## config.mk

```make
export PLATFORM = sky130hd
export DESIGN_NAME = gtbi_queue
export DESIGN_NICKNAME = d
export VERILOG_FILES = /design/src/rtl/gtbi_pkg.sv /design/src/rtl/gtbi_queue.sv
export SDC_FILE = /design/constraint.sdc
export NUM_CORES = 1
export LEC_CHECK = 0
export ABC_AREA = 1
export BUFFER_PORTS_ARGS = -buffer_cell sky130_fd_sc_hd__buf_2
export CAP_MARGIN = 20
export CORE_MARGIN = 4
export CORE_UTILIZATION = 39
export CTS_CLUSTER_SIZE = 30
export DETAILED_ROUTE_END_ITERATION = 6
export HOLD_SLACK_MARGIN = 0.15
export SETUP_SLACK_MARGIN = 0.3
export SLEW_MARGIN = 20
export SYNTH_ARGS = -nofsm -noshare
export SYNTH_HDL_FRONTEND = slang
export SYNTH_SLANG_ARGS = --single-unit
export TNS_END_PERCENT = 20
```

## constraint.sdc

```tcl
create_clock -name clock -period 5.35 [get_ports clock]
set_clock_uncertainty 0.05 [all_clocks]
set_input_delay 0 -clock clock [delete_from_list [all_inputs] [get_ports clock]]
set_output_delay 0 -clock clock [all_outputs]
set_load 0.02 [all_outputs]
```

## src/rtl/gtbi_pkg.sv

```systemverilog
// Shared constants, register codes and word types of the bilinear table lookup unit.
package gtbi_pkg;

   localparam int TEMP_POINTS_DEF = 64;
   localparam int PRES_POINTS_DEF = 64;
   localparam int TABLE_COUNT_DEF = 8;
   localparam int FRAC_BITS_DEF   = 16;

   localparam int TEMP_W      = 17;
   localparam int PRES_W      = 16;
   localparam int STEP_W      = 16;
   localparam int USED_W      = 7;
   localparam int SEL_W       = 3;
   localparam int IDX_W       = 6;
   localparam int VALUE_W     = 32;
   localparam int CSR_INDEX_W = 3;
   localparam int CSR_DATA_W  = 32;
   localparam int QUOT_INT_W  = USED_W;
   localparam int QUEUE_DEPTH = 4;

   localparam logic OP_LOAD   = 1'b0;
   localparam logic OP_LOOKUP = 1'b1;

   localparam logic [CSR_INDEX_W-1:0] CSR_TEMP_ORIGIN = 3'd0;
   localparam logic [CSR_INDEX_W-1:0] CSR_TEMP_STEP   = 3'd1;
   localparam logic [CSR_INDEX_W-1:0] CSR_PRES_ORIGIN = 3'd2;
   localparam logic [CSR_INDEX_W-1:0] CSR_PRES_STEP   = 3'd3;
   localparam logic [CSR_INDEX_W-1:0] CSR_TEMP_USED   = 3'd4;
   localparam logic [CSR_INDEX_W-1:0] CSR_PRES_USED   = 3'd5;

   localparam logic [TEMP_W-1:0] TEMP_ORIGIN_RST = 17'd71206;
   localparam logic [STEP_W-1:0] TEMP_STEP_RST   = 16'd256;
   localparam logic [PRES_W-1:0] PRES_ORIGIN_RST = 16'd24800;
   localparam logic [STEP_W-1:0] PRES_STEP_RST   = 16'd160;
   localparam logic [USED_W-1:0] TEMP_USED_RST   = 7'd64;
   localparam logic [USED_W-1:0] PRES_USED_RST   = 7'd64;

   typedef struct packed {
      logic [TEMP_W-1:0] temp_origin;
      logic [STEP_W-1:0] temp_step;
      logic [PRES_W-1:0] pres_origin;
      logic [STEP_W-1:0] pres_step;
      logic [USED_W-1:0] temp_used;
      logic [USED_W-1:0] pres_used;
   } cfg_type;

   typedef struct packed {
      logic                      lookup;
      logic [SEL_W-1:0]          sel;
      logic                      oor;
      logic [TEMP_W-1:0]         temp_off;
      logic [PRES_W-1:0]         pres_off;
      logic [IDX_W-1:0]          row;
      logic [IDX_W-1:0]          col;
      logic signed [VALUE_W-1:0] value;
   } item_type;

endpackage

```

## src/rtl/gtbi_queue.sv

```systemverilog
// Short word queue that decouples the front end from the back end.
module gtbi_queue (
   input  logic               clock,
   input  logic               reset,
   input  logic               push_valid,
   output logic               push_ready,
   input  gtbi_pkg::item_type push_item,
   output logic               pop_valid,
   input  logic               pop_ready,
   output gtbi_pkg::item_type pop_item
);

   localparam int PW = $clog2(gtbi_pkg::QUEUE_DEPTH);
   localparam int CW = $clog2(gtbi_pkg::QUEUE_DEPTH + 1);

   gtbi_pkg::item_type slot_ff [gtbi_pkg::QUEUE_DEPTH];
   logic [PW-1:0] wr_ptr_ff, wr_ptr_in, rd_ptr_ff, rd_ptr_in;
   logic [CW-1:0] count_ff, count_in;
   logic          push, pop;

   assign push_ready = (count_ff != CW'(gtbi_pkg::QUEUE_DEPTH));
   assign pop_valid  = (count_ff != '0);
   assign push       = push_valid && push_ready;
   assign pop        = pop_valid && pop_ready;
   assign pop_item   = slot_ff[rd_ptr_ff];

   always_comb begin
      wr_ptr_in = push ? wr_ptr_ff + 1'b1 : wr_ptr_ff;
      rd_ptr_in = pop ? rd_ptr_ff + 1'b1 : rd_ptr_ff;
      count_in  = count_ff + CW'(push) - CW'(pop);
   end

   always_ff @(posedge clock) begin
      if (reset) begin
         wr_ptr_ff <= '0;
         rd_ptr_ff <= '0;
         count_ff  <= '0;
      end else begin
         wr_ptr_ff <= wr_ptr_in;
         rd_ptr_ff <= rd_ptr_in;
         count_ff  <= count_in;
      end
      if (push) begin
         slot_ff[wr_ptr_ff] <= push_item;
      end
   end

endmodule

```

# ---- Yosys cells after proc, flatten, opt, wreduce, memory -nomap -nowiden
# Memories as Yosys holds them, arrays and structs flattened. A register that Yosys moved wholly into a read port is not among the register bits.
# Cells that the tools add are included.
# Widths: inputs -> output; s select.
dict set report word_totals {
  ff_bits 7
  mem_bits_rw 328
  output_inout_bits 84
  wordCells 16
  n_memories 1
}
dict set report op_classes {
  addsub 4
  n_eq_ne 1
  mux 4
  n_reduce_logical 3
}
# memory words word_bits read_ports rd_clocked_by_memory_dff wr line
set mem_list {}
lappend mem_list {slot_ff 4 82 1 1 1 gtbi_queue.sv:16} ;# gtbi_pkg::item_type slot_ff [gtbi_pkg::QUEUE_DEPTH];
# operator count
set ops {}
lappend ops {{$add 2x1->2 const B} 2}
lappend ops {{$mux 2} 2}
lappend ops {{$add 3x1->3} 1}
lappend ops {{$ne 3x3->1 const B} 1}
lappend ops {{$reduce_bool 3->1} 1}
lappend ops {{$sub 3x1->3} 1}
lappend ops {{$logic_and 1x1->1} 2}
lappend ops {{$mux 1} 2}

# ---- Depth between registers and ports, before layout
dict set report logic_depth {
  depth_word 4
  depth_mapped 10
  mapped_depth_nobuf 10
}

# ---- Worst setup path before layout
# Ideal clock, no wire load.
dict set report synth_path {
  path_kind {register to register}
  start {register count_ff[1]}
  end {memory slot_ff[0][0] (netlist bit) (enable)}
  setup_time_ns 0.523
  arrival_time_ns 4.313
  slack_ns 0.464
  path_stages_with_launch 5
  path_buffers 0
  path_cell_list {dfxtp_1 -> nor2_1 -> nand2_1 -> nand2_1 -> nor2_1}
}
dict set report synth_via {
  elab_chain_len 4
}
# element line
set synth_rtl {}
lappend synth_rtl {{from (decl)} gtbi_queue.sv:18} ;# logic [CW-1:0] count_ff, count_in;
lappend synth_rtl {{from (signal assigned)} gtbi_queue.sv:41} ;# count_ff <= count_in;
lappend synth_rtl {{$ne 3x3->1} gtbi_queue.sv:21} ;# assign push_ready = (count_ff != CW'(gtbi_pkg::QUEUE_DEPTH));
lappend synth_rtl {{net push_ready} gtbi_queue.sv:6} ;# output logic push_ready,
lappend synth_rtl {{$logic_and 1x1->1} gtbi_queue.sv:23} ;# assign push = push_valid && push_ready;
lappend synth_rtl {{$mux 1} gtbi_queue.sv:43} ;# if (push) begin
lappend synth_rtl {{$mux 1 (implied by the code)} gtbi_queue.sv:44} ;# slot_ff[wr_ptr_ff] <= push_item;
lappend synth_rtl {{to (decl)} gtbi_queue.sv:16}
# The timed path passes the listed nets, and every way through them passes these cells.

==> flow_metrics.tcl <==
set metrics [dict create \
    rows 65 \
    timing.setup.tns_ps 0 \
    holdPathStages 2 \
    area_growth_pct 24.3 \
    ys_top_cells_by_count "edfxtp_1, nor2_1, o21ai_0" \
    ys_ff_latch 337 \
    clock-sinks 337 \
    wl_microns 27700 \
    cts_resized 0 \
    synth_flop_cell "edfxtp_1" \
    rsz0062_at_grt "no" \
    die_area_sq_um 35600 \
    fp.dieH_microns 189 \
    worstSetupEndpointType "output port" \
    final_cells 1570 \
    post_drt_wl_per_cell_microns 17.6 \
    regArea_sq_um 10000 \
    cts_made_buffers 36 \
    start_util 0.399 \
    hold-path-endpoint "slot_ff[3][55]" \
    start_kind "register" \
    p_leak_uw 0.00556 \
    port_buffers 169 \
    core_area_sq_um 31900 \
    min_period_ps 3150 \
    setup_slack_ps 2200 \
    grt_pass1_vias 7917 \
    max_slew.worst_pin.slew_ps 1040 \
    postSynthCellCount 858 \
    synth_area_sq_um 12700 \
    min-delay-start "push_item[55]" \
    finalPower_uw 7390 \
    htreeDepth 2 \
    dp.cells 1422 \
    grt_usage 0.154 \
    via_per_inst 4.91 \
    cp_max_fo 111 \
    ys_types 23 \
    avgSynthCellArea_sq_um 14.8 \
    status "finished clean" \
    fill_cells 2783 \
    r2r_start "count_ff[1]" \
    async_flop_share 0 \
    synth_edf_count 328 \
    r2r_end "slot_ff[0][22]" \
    drt_iter0_drc 565 \
    die_x_microns 189 \
    hold_path.class "in -> reg" \
    cts_tree "yes" \
    maxCapViolCount 0 \
    synth_most_common_cell "edfxtp_1" \
    place_ws_ps 2500 \
    seq_area_frac_synth 0.788 \
    drc 0 \
    layout.nets 1204 \
    grt_max_degree 112 \
    gp_congestion 0.707 \
    drive_gt1_frac 0.226 \
    num_vias 7711 \
    finalMaxSlewViolations 0 \
    reg2reg_depth 5 \
    powerDensity_nw_per_um2 467 \
    fmaxAchievable_mhz 317 \
    pin_count 170 \
    clockBufferDepth 3 \
    setup_violations 0 \
    cp.required_ps 5300 \
    overflow 0 \
    ir_drop_v 0.000382 \
    clock_latency_ps 500 \
    root_buffer "clkbuf_16" \
    period_share 0.589 \
    synth_top_area_cell "edfxtp_1" \
    hold_viol_final 0 \
    synth_area_leaders "edfxtp_1, nor2_1, o22ai_1" \
    grt_pass1_wl_microns 43700 \
    grt_antenna_before_repair 0 \
    synth_top_area_share 0.774 \
    multi_input_area_sq_um 2310 \
    clk_pin_slew_worst_paths_ps 60 \
    drtPass1Iterations 7 \
    antenna_cells 0 \
    rrSetupSlack_ps 2600 \
    setup.worst_path.class "reg -> out" \
    slew_headroom 0.307 \
    dp_hpwl_microns 15200 \
    arrival_ps 3100 \
    synth_fp_nets 951 \
    ant_nets 0 \
    ys.warnings.count 0 \
]
==> layout by cell type, fill, tap and decap left out <==
cell	n
edfxtp_1	328
nor2_1	171
buf_2	169
dlygate4sd3_1	86
o21ai_0	85
o22ai_1	80
o21ai_1	62
clkbuf_16	37
o21ai_2	18
inv_1	14
nand2_1	12
buf_4	12
clkinv_1	11
clkbuf_1	7
dfxtp_1	7
ha_1	6
clkinv_2	5
nor2_4	4
a21oi_1	4
nand3_1	3
a21boi_0	2
inv_6	2
nor2_2	2
o22ai_2	2
fa_1	1
dfxtp_4	1
dfxtp_2	1
bufinv_16	1
clkinvlp_4	1
buf_12	1
==> where the power goes <==
group / leakage [uW] / total, uW / internal [uW] / switching, uW
registers: 0.00308 / 3330 / 3220 / 115
logic: 0.00197 / 1810 / 545 / 1260
clock network: 0.000516 / 2250 / 1310 / 942
==> repair_timing <==
action | 4_1_cts | 5_1_grt
hold endpoints to repair | 337 | 0
setup buffers | 0 | 0
hold buffers | 86 | 0
==> final cells by class <==
class	instances	share of cell area
clock inverter	18	0.00680
inverter	16	0.00419
tap	435	0.0344
multi-input combinational	452	0.146
timing repair buffer	268	0.115
clock buffer	44	0.0601
sequential	337	0.634
==> worst max path at each step <==
| stage | from | end | slack, ps |
|---|---|---|---|
| floorplan | count_ff[1] | slot_ff[0][0] | 460 |
| finish | register | pop_item[79] | 2200 |
| CTS | register | pop_item[53] | 2090 |
| global placement | count_ff[1] | slot_ff[0][37] | 2580 |
| detailed placement | count_ff[1] | slot_ff[0][37] | 2500 |
| global route | register | pop_item[62] | 1890 |
==> registers in the layout (all words and copies together) (netlist names), named ones only <==
signal,count
rd_ptr_ff,2
count_ff,3
slot_ff,328
wr_ptr_ff,2
==> layer usage <==
layer,share of wire,GRT usage
met5,0,0
met1,0.45,0.209
met3,0.059,0.0348
met4,0.016,0.0364
met2,0.48,0.254
==> critical path, cell delays in order, from the launching register on <==
cell and delay [ps]:
dfxtp_4 560, inv_6 790, buf_4 630, nor2_1 80, o22ai_1 230, buf_2 200
==> stage by stage <==
step	utilization	hold WS, ps	area, sq um
detailed placement	0.436	138	13900
finish	0.497	196	15800
global route	0.497	188	15800
CTS	0.497	168	15800
floorplan	-	16.7	12700
global placement	0.436	136	13900
==> kinds of logic after synthesis <==
logic type	count (synthesis)	synth area share
flip-flops	337	0.788
AO/OA/AOI/OAI	253	0.114
AND/OR/NAND/NOR	192	0.0573
buffers and inverters	69	0.0333
adder cells (fa/ha/maj)	7	0.00747
(Power assumes the default switching activity.)
