--- config.mk ---
export PLATFORM = sky130hd
export DESIGN_NAME = gtbi_front
export DESIGN_NICKNAME = d
export VERILOG_FILES = /design/src/rtl/gtbi_pkg.sv /design/src/rtl/gtbi_front.sv
export SDC_FILE = /design/constraint.sdc
export NUM_CORES = 1
export LEC_CHECK = 0
export BUFFER_PORTS_ARGS = -buffer_cell sky130_fd_sc_hd__buf_2
export CORE_UTILIZATION = 40
export CTS_CLUSTER_DIAMETER = 200
export DETAILED_ROUTE_END_ITERATION = 16
export PLACE_DENSITY = 0.73
export REMOVE_ABC_BUFFERS = 1
export SLEW_MARGIN = 10
export SYNTH_ARGS = -nofsm -noshare
export SYNTH_HDL_FRONTEND = slang
export SYNTH_SLANG_ARGS = --single-unit
--- constraint.sdc ---
create_clock -name clock -period 7.8 [get_ports clock]
set_input_delay 1.17 -clock clock [delete_from_list [all_inputs] [get_ports clock]]
set_output_delay 1.17 -clock clock [all_outputs]
set_load 0.02 [all_outputs]
--- src/rtl/gtbi_pkg.sv ---
// Shared constants, register codes and word types of the bilinear table lookup unit.
package gtbi_pkg;

   localparam int TEMP_POINTS_DEF = 64;
   localparam int PRES_POINTS_DEF = 64;
   localparam int TABLE_COUNT_DEF = 8;
   localparam int FRAC_BITS_DEF   = 16;

   localparam int TEMP_W      = 17;
   localparam int PRES_W      = 16;
   localparam int STEP_W      = 16;
   localparam int USED_W      = 7;
   localparam int SEL_W       = 3;
   localparam int IDX_W       = 6;
   localparam int VALUE_W     = 32;
   localparam int CSR_INDEX_W = 3;
   localparam int CSR_DATA_W  = 32;
   localparam int QUOT_INT_W  = USED_W;
   localparam int QUEUE_DEPTH = 4;

   localparam logic OP_LOAD   = 1'b0;
   localparam logic OP_LOOKUP = 1'b1;

   localparam logic [CSR_INDEX_W-1:0] CSR_TEMP_ORIGIN = 3'd0;
   localparam logic [CSR_INDEX_W-1:0] CSR_TEMP_STEP   = 3'd1;
   localparam logic [CSR_INDEX_W-1:0] CSR_PRES_ORIGIN = 3'd2;
   localparam logic [CSR_INDEX_W-1:0] CSR_PRES_STEP   = 3'd3;
   localparam logic [CSR_INDEX_W-1:0] CSR_TEMP_USED   = 3'd4;
   localparam logic [CSR_INDEX_W-1:0] CSR_PRES_USED   = 3'd5;

   localparam logic [TEMP_W-1:0] TEMP_ORIGIN_RST = 17'd71206;
   localparam logic [STEP_W-1:0] TEMP_STEP_RST   = 16'd256;
   localparam logic [PRES_W-1:0] PRES_ORIGIN_RST = 16'd24800;
   localparam logic [STEP_W-1:0] PRES_STEP_RST   = 16'd160;
   localparam logic [USED_W-1:0] TEMP_USED_RST   = 7'd64;
   localparam logic [USED_W-1:0] PRES_USED_RST   = 7'd64;

   typedef struct packed {
      logic [TEMP_W-1:0] temp_origin;
      logic [STEP_W-1:0] temp_step;
      logic [PRES_W-1:0] pres_origin;
      logic [STEP_W-1:0] pres_step;
      logic [USED_W-1:0] temp_used;
      logic [USED_W-1:0] pres_used;
   } cfg_type;

   typedef struct packed {
      logic                      lookup;
      logic [SEL_W-1:0]          sel;
      logic                      oor;
      logic [TEMP_W-1:0]         temp_off;
      logic [PRES_W-1:0]         pres_off;
      logic [IDX_W-1:0]          row;
      logic [IDX_W-1:0]          col;
      logic signed [VALUE_W-1:0] value;
   } item_type;

endpackage

--- src/rtl/gtbi_front.sv ---
// Front end: accepts request words, checks grid bounds and drops bad loads.
module gtbi_front #(
   parameter int TEMP_POINTS = gtbi_pkg::TEMP_POINTS_DEF,
   parameter int PRES_POINTS = gtbi_pkg::PRES_POINTS_DEF,
   parameter int TABLE_COUNT = gtbi_pkg::TABLE_COUNT_DEF
) (
   input  logic                              clock,
   input  logic                              reset,
   input  gtbi_pkg::cfg_type                 cfg,
   input  logic                              req_valid,
   output logic                              req_ready,
   input  logic                              req_op,
   input  logic [gtbi_pkg::SEL_W-1:0]        req_table_sel,
   input  logic [gtbi_pkg::TEMP_W-1:0]       req_temperature,
   input  logic [gtbi_pkg::PRES_W-1:0]       req_pressure,
   input  logic [gtbi_pkg::IDX_W-1:0]        req_load_row,
   input  logic [gtbi_pkg::IDX_W-1:0]        req_load_col,
   input  logic signed [gtbi_pkg::VALUE_W-1:0] req_load_value,
   output logic                              item_valid,
   input  logic                              item_ready,
   output gtbi_pkg::item_type                item
);

   localparam int SPAN_W = gtbi_pkg::USED_W + gtbi_pkg::STEP_W;

   logic                   valid_ff, valid_in;
   gtbi_pkg::item_type     item_ff, item_in;
   logic                   accept, keep, sel_bad, load_ok, temp_bad, pres_bad;
   logic [gtbi_pkg::USED_W-1:0] temp_n, pres_n;
   logic [gtbi_pkg::TEMP_W-1:0] temp_off;
   logic [gtbi_pkg::PRES_W-1:0] pres_off;
   logic [SPAN_W-1:0]      temp_span, pres_span;

   assign req_ready = !valid_ff || item_ready;
   assign accept    = req_valid && req_ready;

   always_comb begin
      temp_n = (11'(cfg.temp_used) > 11'(TEMP_POINTS)) ?
               gtbi_pkg::USED_W'(TEMP_POINTS) : cfg.temp_used;
      pres_n = (11'(cfg.pres_used) > 11'(PRES_POINTS)) ?
               gtbi_pkg::USED_W'(PRES_POINTS) : cfg.pres_used;
      temp_off  = req_temperature - cfg.temp_origin;
      pres_off  = req_pressure - cfg.pres_origin;
      temp_span = SPAN_W'(temp_n - 7'd1) * SPAN_W'(cfg.temp_step);
      pres_span = SPAN_W'(pres_n - 7'd1) * SPAN_W'(cfg.pres_step);
      temp_bad  = (temp_n < 7'd2) || (cfg.temp_step == '0) ||
                  (req_temperature < cfg.temp_origin) || (SPAN_W'(temp_off) >= temp_span);
      pres_bad  = (pres_n < 7'd2) || (cfg.pres_step == '0) ||
                  (req_pressure < cfg.pres_origin) || (SPAN_W'(pres_off) >= pres_span);
      sel_bad   = 5'(req_table_sel) >= 5'(TABLE_COUNT);
      load_ok   = !sel_bad && (11'(req_load_row) < 11'(TEMP_POINTS)) &&
                  (11'(req_load_col) < 11'(PRES_POINTS));
      keep      = (req_op == gtbi_pkg::OP_LOOKUP) || load_ok;

      item_in.lookup   = (req_op == gtbi_pkg::OP_LOOKUP);
      item_in.sel      = req_table_sel;
      item_in.oor      = sel_bad || temp_bad || pres_bad;
      item_in.temp_off = temp_off;
      item_in.pres_off = pres_off;
      item_in.row      = req_load_row;
      item_in.col      = req_load_col;
      item_in.value    = req_load_value;

      valid_in = accept ? keep : (valid_ff && !item_ready);
   end

   always_ff @(posedge clock) begin
      if (reset) begin
         valid_ff <= 1'b0;
      end else begin
         valid_ff <= valid_in;
      end
      if (accept) begin
         item_ff <= item_in;
      end
   end

   assign item_valid = valid_ff;
   assign item       = item_ff;

endmodule

After elaboration in Yosys (flattened, before gate mapping)
Index checks and enable logic that the tools add are counted.

Add/subtract/negate cells: 4. $mul: 2. $lt $le $gt $ge: 8. Muxes and demuxes: 3. Reductions and logical operators: 14.

Operators with widths (count): $mul 8x17->23 (2); $logic_not 16->1 (2); $ge 16x23->1 (1); $ge 17x23->1 (1); $lt 17x17->1 (1); $sub 17x17->17 (1); $lt 16x16->1 (1); $sub 16x16->16 (1); $sub 7x1->8 const B (2); $gt 7x7->1 const B (2); $lt 7x2->1 const B (2); $mux 7 (2); $logic_or 1x1->1 (8); $logic_and 1x1->1 (2); $logic_not 1->1 (2); $mux 1 (1).

Flip-flop bits (word level): 83. Bits of input ports: 164. Word-level logic and storage cells: 40.

Longest topological paths before layout
Word-level depth: 7. Gate-level depth with buffers: 33. Mapped depth without buffers: 32.

Least setup slack after synthesis
No wires, ideal clock.

Path type: input -> register. Start point: in cfg[13] in the netlist's numbering. End point: reg item_ff, in the netlist item[77], data pin. Setup time: 0.135 ns. Arrival time: 7.467 ns. Data required time: 7.665 ns. Setup slack: 0.198 ns. Stages on the path: 30. Path buffers: 2. Cell sequence: nand2b_1 clkbuf_1 ha_1 nor2b_1 a21oi_1 clkbuf_1 nor2b_1 fa_1 fa_1 fa_1 inv_1 fa_1 inv_1 ha_1 a21o_1 nand2_1 a31oi_4 a21oi_1 o21bai_1 and3_1 nand2b_1 xnor2_1 ha_1 o21ai_0 nor3_1 o2111ai_1 o21ai_0 o22ai_1 or4_1 nand3_1.

RTL lines: from (decl) (line gtbi_front.sv:9) `input gtbi_pkg::cfg_type cfg,`; to (signal assigned) (line gtbi_front.sv:74) `item_ff <= item_in;`; to (decl) (line gtbi_front.sv:27) `gtbi_pkg::item_type item_ff, item_in;`.

==> flow_metrics.tcl <==
set metrics [dict create \
    status "finished, final reports clean" \
    final_cell_mix "inv_1 (257), buf_2 (247), fa_1 (172)" \
    whs_ns 0.5256 \
    p_leak_nw 7.724 \
    antenna_found_initial 2 \
    cp_common_cell "fa_1" \
    cts_tree "yes" \
    yosys.area.top_type "fa_1" \
    post_cts_buffers 0 \
    route.detailed.drc 0 \
    vias 10820 \
    synthCells 1411 \
    hold_depth 2 \
    grt_overflow 0 \
    fin_nets 2183 \
    crit-reg2reg-launch "item_valid" \
    cp-start-kind "primary input" \
    pre_cts_ws_ns -0.06086 \
    fin_crit_sh_pct 94.54 \
    ys_seq_area_share_pct 18.52 \
    netlist_area_um2 13400 \
    syn_area_per_cell_um2 9.499 \
    numCtsBuffers 9 \
    hold_viol_final 0 \
    wl_per_cell_um 15.77 \
    post-route-cell-area_um2 15620 \
    skew_ns 0.01541 \
    clkLatencyLatePin_ns 0.35 \
    synth-edff-count 82 \
    rsz0062_at_grt "false" \
    yosysWarnings 0 \
    r2r-end "item[58]" \
    io_buffers 247 \
    crit_path_max_incr_delay_ns 0.55 \
    synth_top_cell_area_share_pct 25.69 \
    ir_drop_mv 0.2382 \
    crit_arrival_ns 7.59 \
    period_needed_ns 7.374 \
    pin_count 248 \
    ys.flop_type "edfxtp_1" \
    totalWireLength_um 33470 \
    relSlewSlack_pct 26.98 \
    first_pass_iters 5 \
    synth_area_leaders "fa_1 (26%), edfxtp_1 (18%), ha_1 (16%)" \
    antenna_left 0 \
    min_to "item_valid" \
    place_hpwl_um 28450 \
    worst_pin_slew_ns 1.095 \
    p_total_mw 5.089 \
    root_buffer "clkbuf_16" \
    diodes 0 \
    cp.required_ns 8.01 \
    grt_max_degree 83 \
    fp.coreArea_um2 32780 \
    slew_violations 0 \
    synth.distinct_cells 71 \
    grt_pass1_vias 11030 \
    cts_hold_repair.buffers 0 \
    initial_core_util_pct 40.88 \
    final.setup.worst_slack_ns 0.4261 \
    grt_usage_pct 19.69 \
    power.density_nw_per_um2 325.9 \
    areaGrowthSynthToFinish_pct 16.52 \
    die_area_um2 34240 \
    die_y_um 185.1 \
    rows 66 \
    worst_r2r_path_depth 2 \
    place_congestion 0.8811 \
    ys_seq_elements 83 \
    numClockSinks 83 \
    endpoint_kind "flip-flop" \
    cts_buffer_depth 2 \
    rrSetupSlack_ns 6.06 \
    htreeDepth 3 \
    grt_pass1_wl_um 53590 \
    critPathKind "primary input to flip-flop" \
    hp-start "item_valid" \
    maxCapViolations 0 \
    fp.dieW_um 185.1 \
    ys_async_sr_fraction_pct 0 \
    setup_violations 0 \
    final_common_cell "inv_1" \
    max_freq_mhz 135.6 \
    cts.clk_slew.worst_paths_ns 0.08 \
    fin_util_pct 47.64 \
    drtIter0Drc 536 \
    critPathMaxFanout 9 \
    place_area_um2 15300 \
    final_layout_size_suffix_gt1_share_pct 18.99 \
    viasPerCell 5.098 \
    hp-class "flip-flop to flip-flop" \
    cpMaxStageDelayCell "fa_1" \
]
[cells by family after synthesis]
logic type,synth area share [%]
AND/OR/NAND/NOR,18.59
XOR/XNOR,3.921
multiplexers,0.3828
flip-flops,18.52
adder cells (fa/ha/maj),41.75
buffers and inverters,7.730
AO/OA/AOI/OAI,9.111
[per-stage QoR]
step | std cells | TNS [ns]
final | 2122 | 0
after global routing | 2122 | 0
after CTS | 2122 | 0
after detailed placement | 2106 | -0.06086
after global placement | 2106 | 0
after floorplan | 1393 | 0
[layout make-up]
class,instances,area [µm²]
Timing Repair Buffer,271,1416
Multi-Input combinational cell,1053,9894
Clock inverter,7,81.33
Inverter,257,964.7
Tap cell,442,553.0
Clock buffer,9,225.2
Sequential cell,83,2482
Fill cell,3099,17170
[sequential cells by signal, summed over array words and instances, names as in the netlist]
register	cells
item	82
item_valid	1
[layer usage]
metal | part of all wire, % | GRT usage [%]
met5 | 0.084 | 0
met4 | 3.1 | 6.545
met3 | 5.8 | 3.028
met2 | 48 | 34.41
met1 | 43 | 24.70
[what timing repair did]
| item | CTS | global route |
|---|---|---|
| endpoints found under the hold margin | 0 | 0 |
| resized for setup | 0 | 3 |
| setup endpoints to repair | 0 | 1 |
[power breakdown]
part	total (mW)	switching [mW]	internal, mW
Clock	0.432	0.205	0.228
Sequential	0.553	0.0103	0.543
Combinational	4.10	2.32	1.78
[how the worst max path moves through the flow]
stage,slack [ns],start,end,cells after the start
3_3_place_gp,0.22,cfg[13],item[77],31
6_report,0.43,cfg[13],item[77],31
3_5_place_dp,-0.06,cfg[13],item[77],31
4_1_cts,0.27,cfg[13],item[77],31
5_1_grt,0.00005,cfg[13],item[77],31
2_1_floorplan,0.11,cfg[0],item[77],26
[synth_stat cells (all sizes together), types with 4 or more instances]
master     n
a2111oi    5
a211oi     8
a21o      15
a21oi     64
a31oi      6
and2      83
and2b      4
and3      10
clkbuf    16
edfxtp    82
fa       172
ha       172
inv      257
mux2i      4
nand2     83
nand2b    27
nand3     19
nand3b     4
nand4     11
nor2      65
nor2b     88
nor3      24
nor4      11
o2111ai    4
o21a       8
o21ai     44
o21bai     6
or2        7
or3        9
xnor2     41
xor2      19
[critical path, delay by kind of cell]
kind | cells | cell delay [ns]
adder cells (fa/ha/maj) | 7 | 2.98
AND/OR/NAND/NOR | 11 | 2.07
AO/OA/AOI/OAI | 9 | 1.00
buffers and inverters | 3 | 0.22
XOR/XNOR | 1 | 0.14
(Power assumes the default switching activity.)
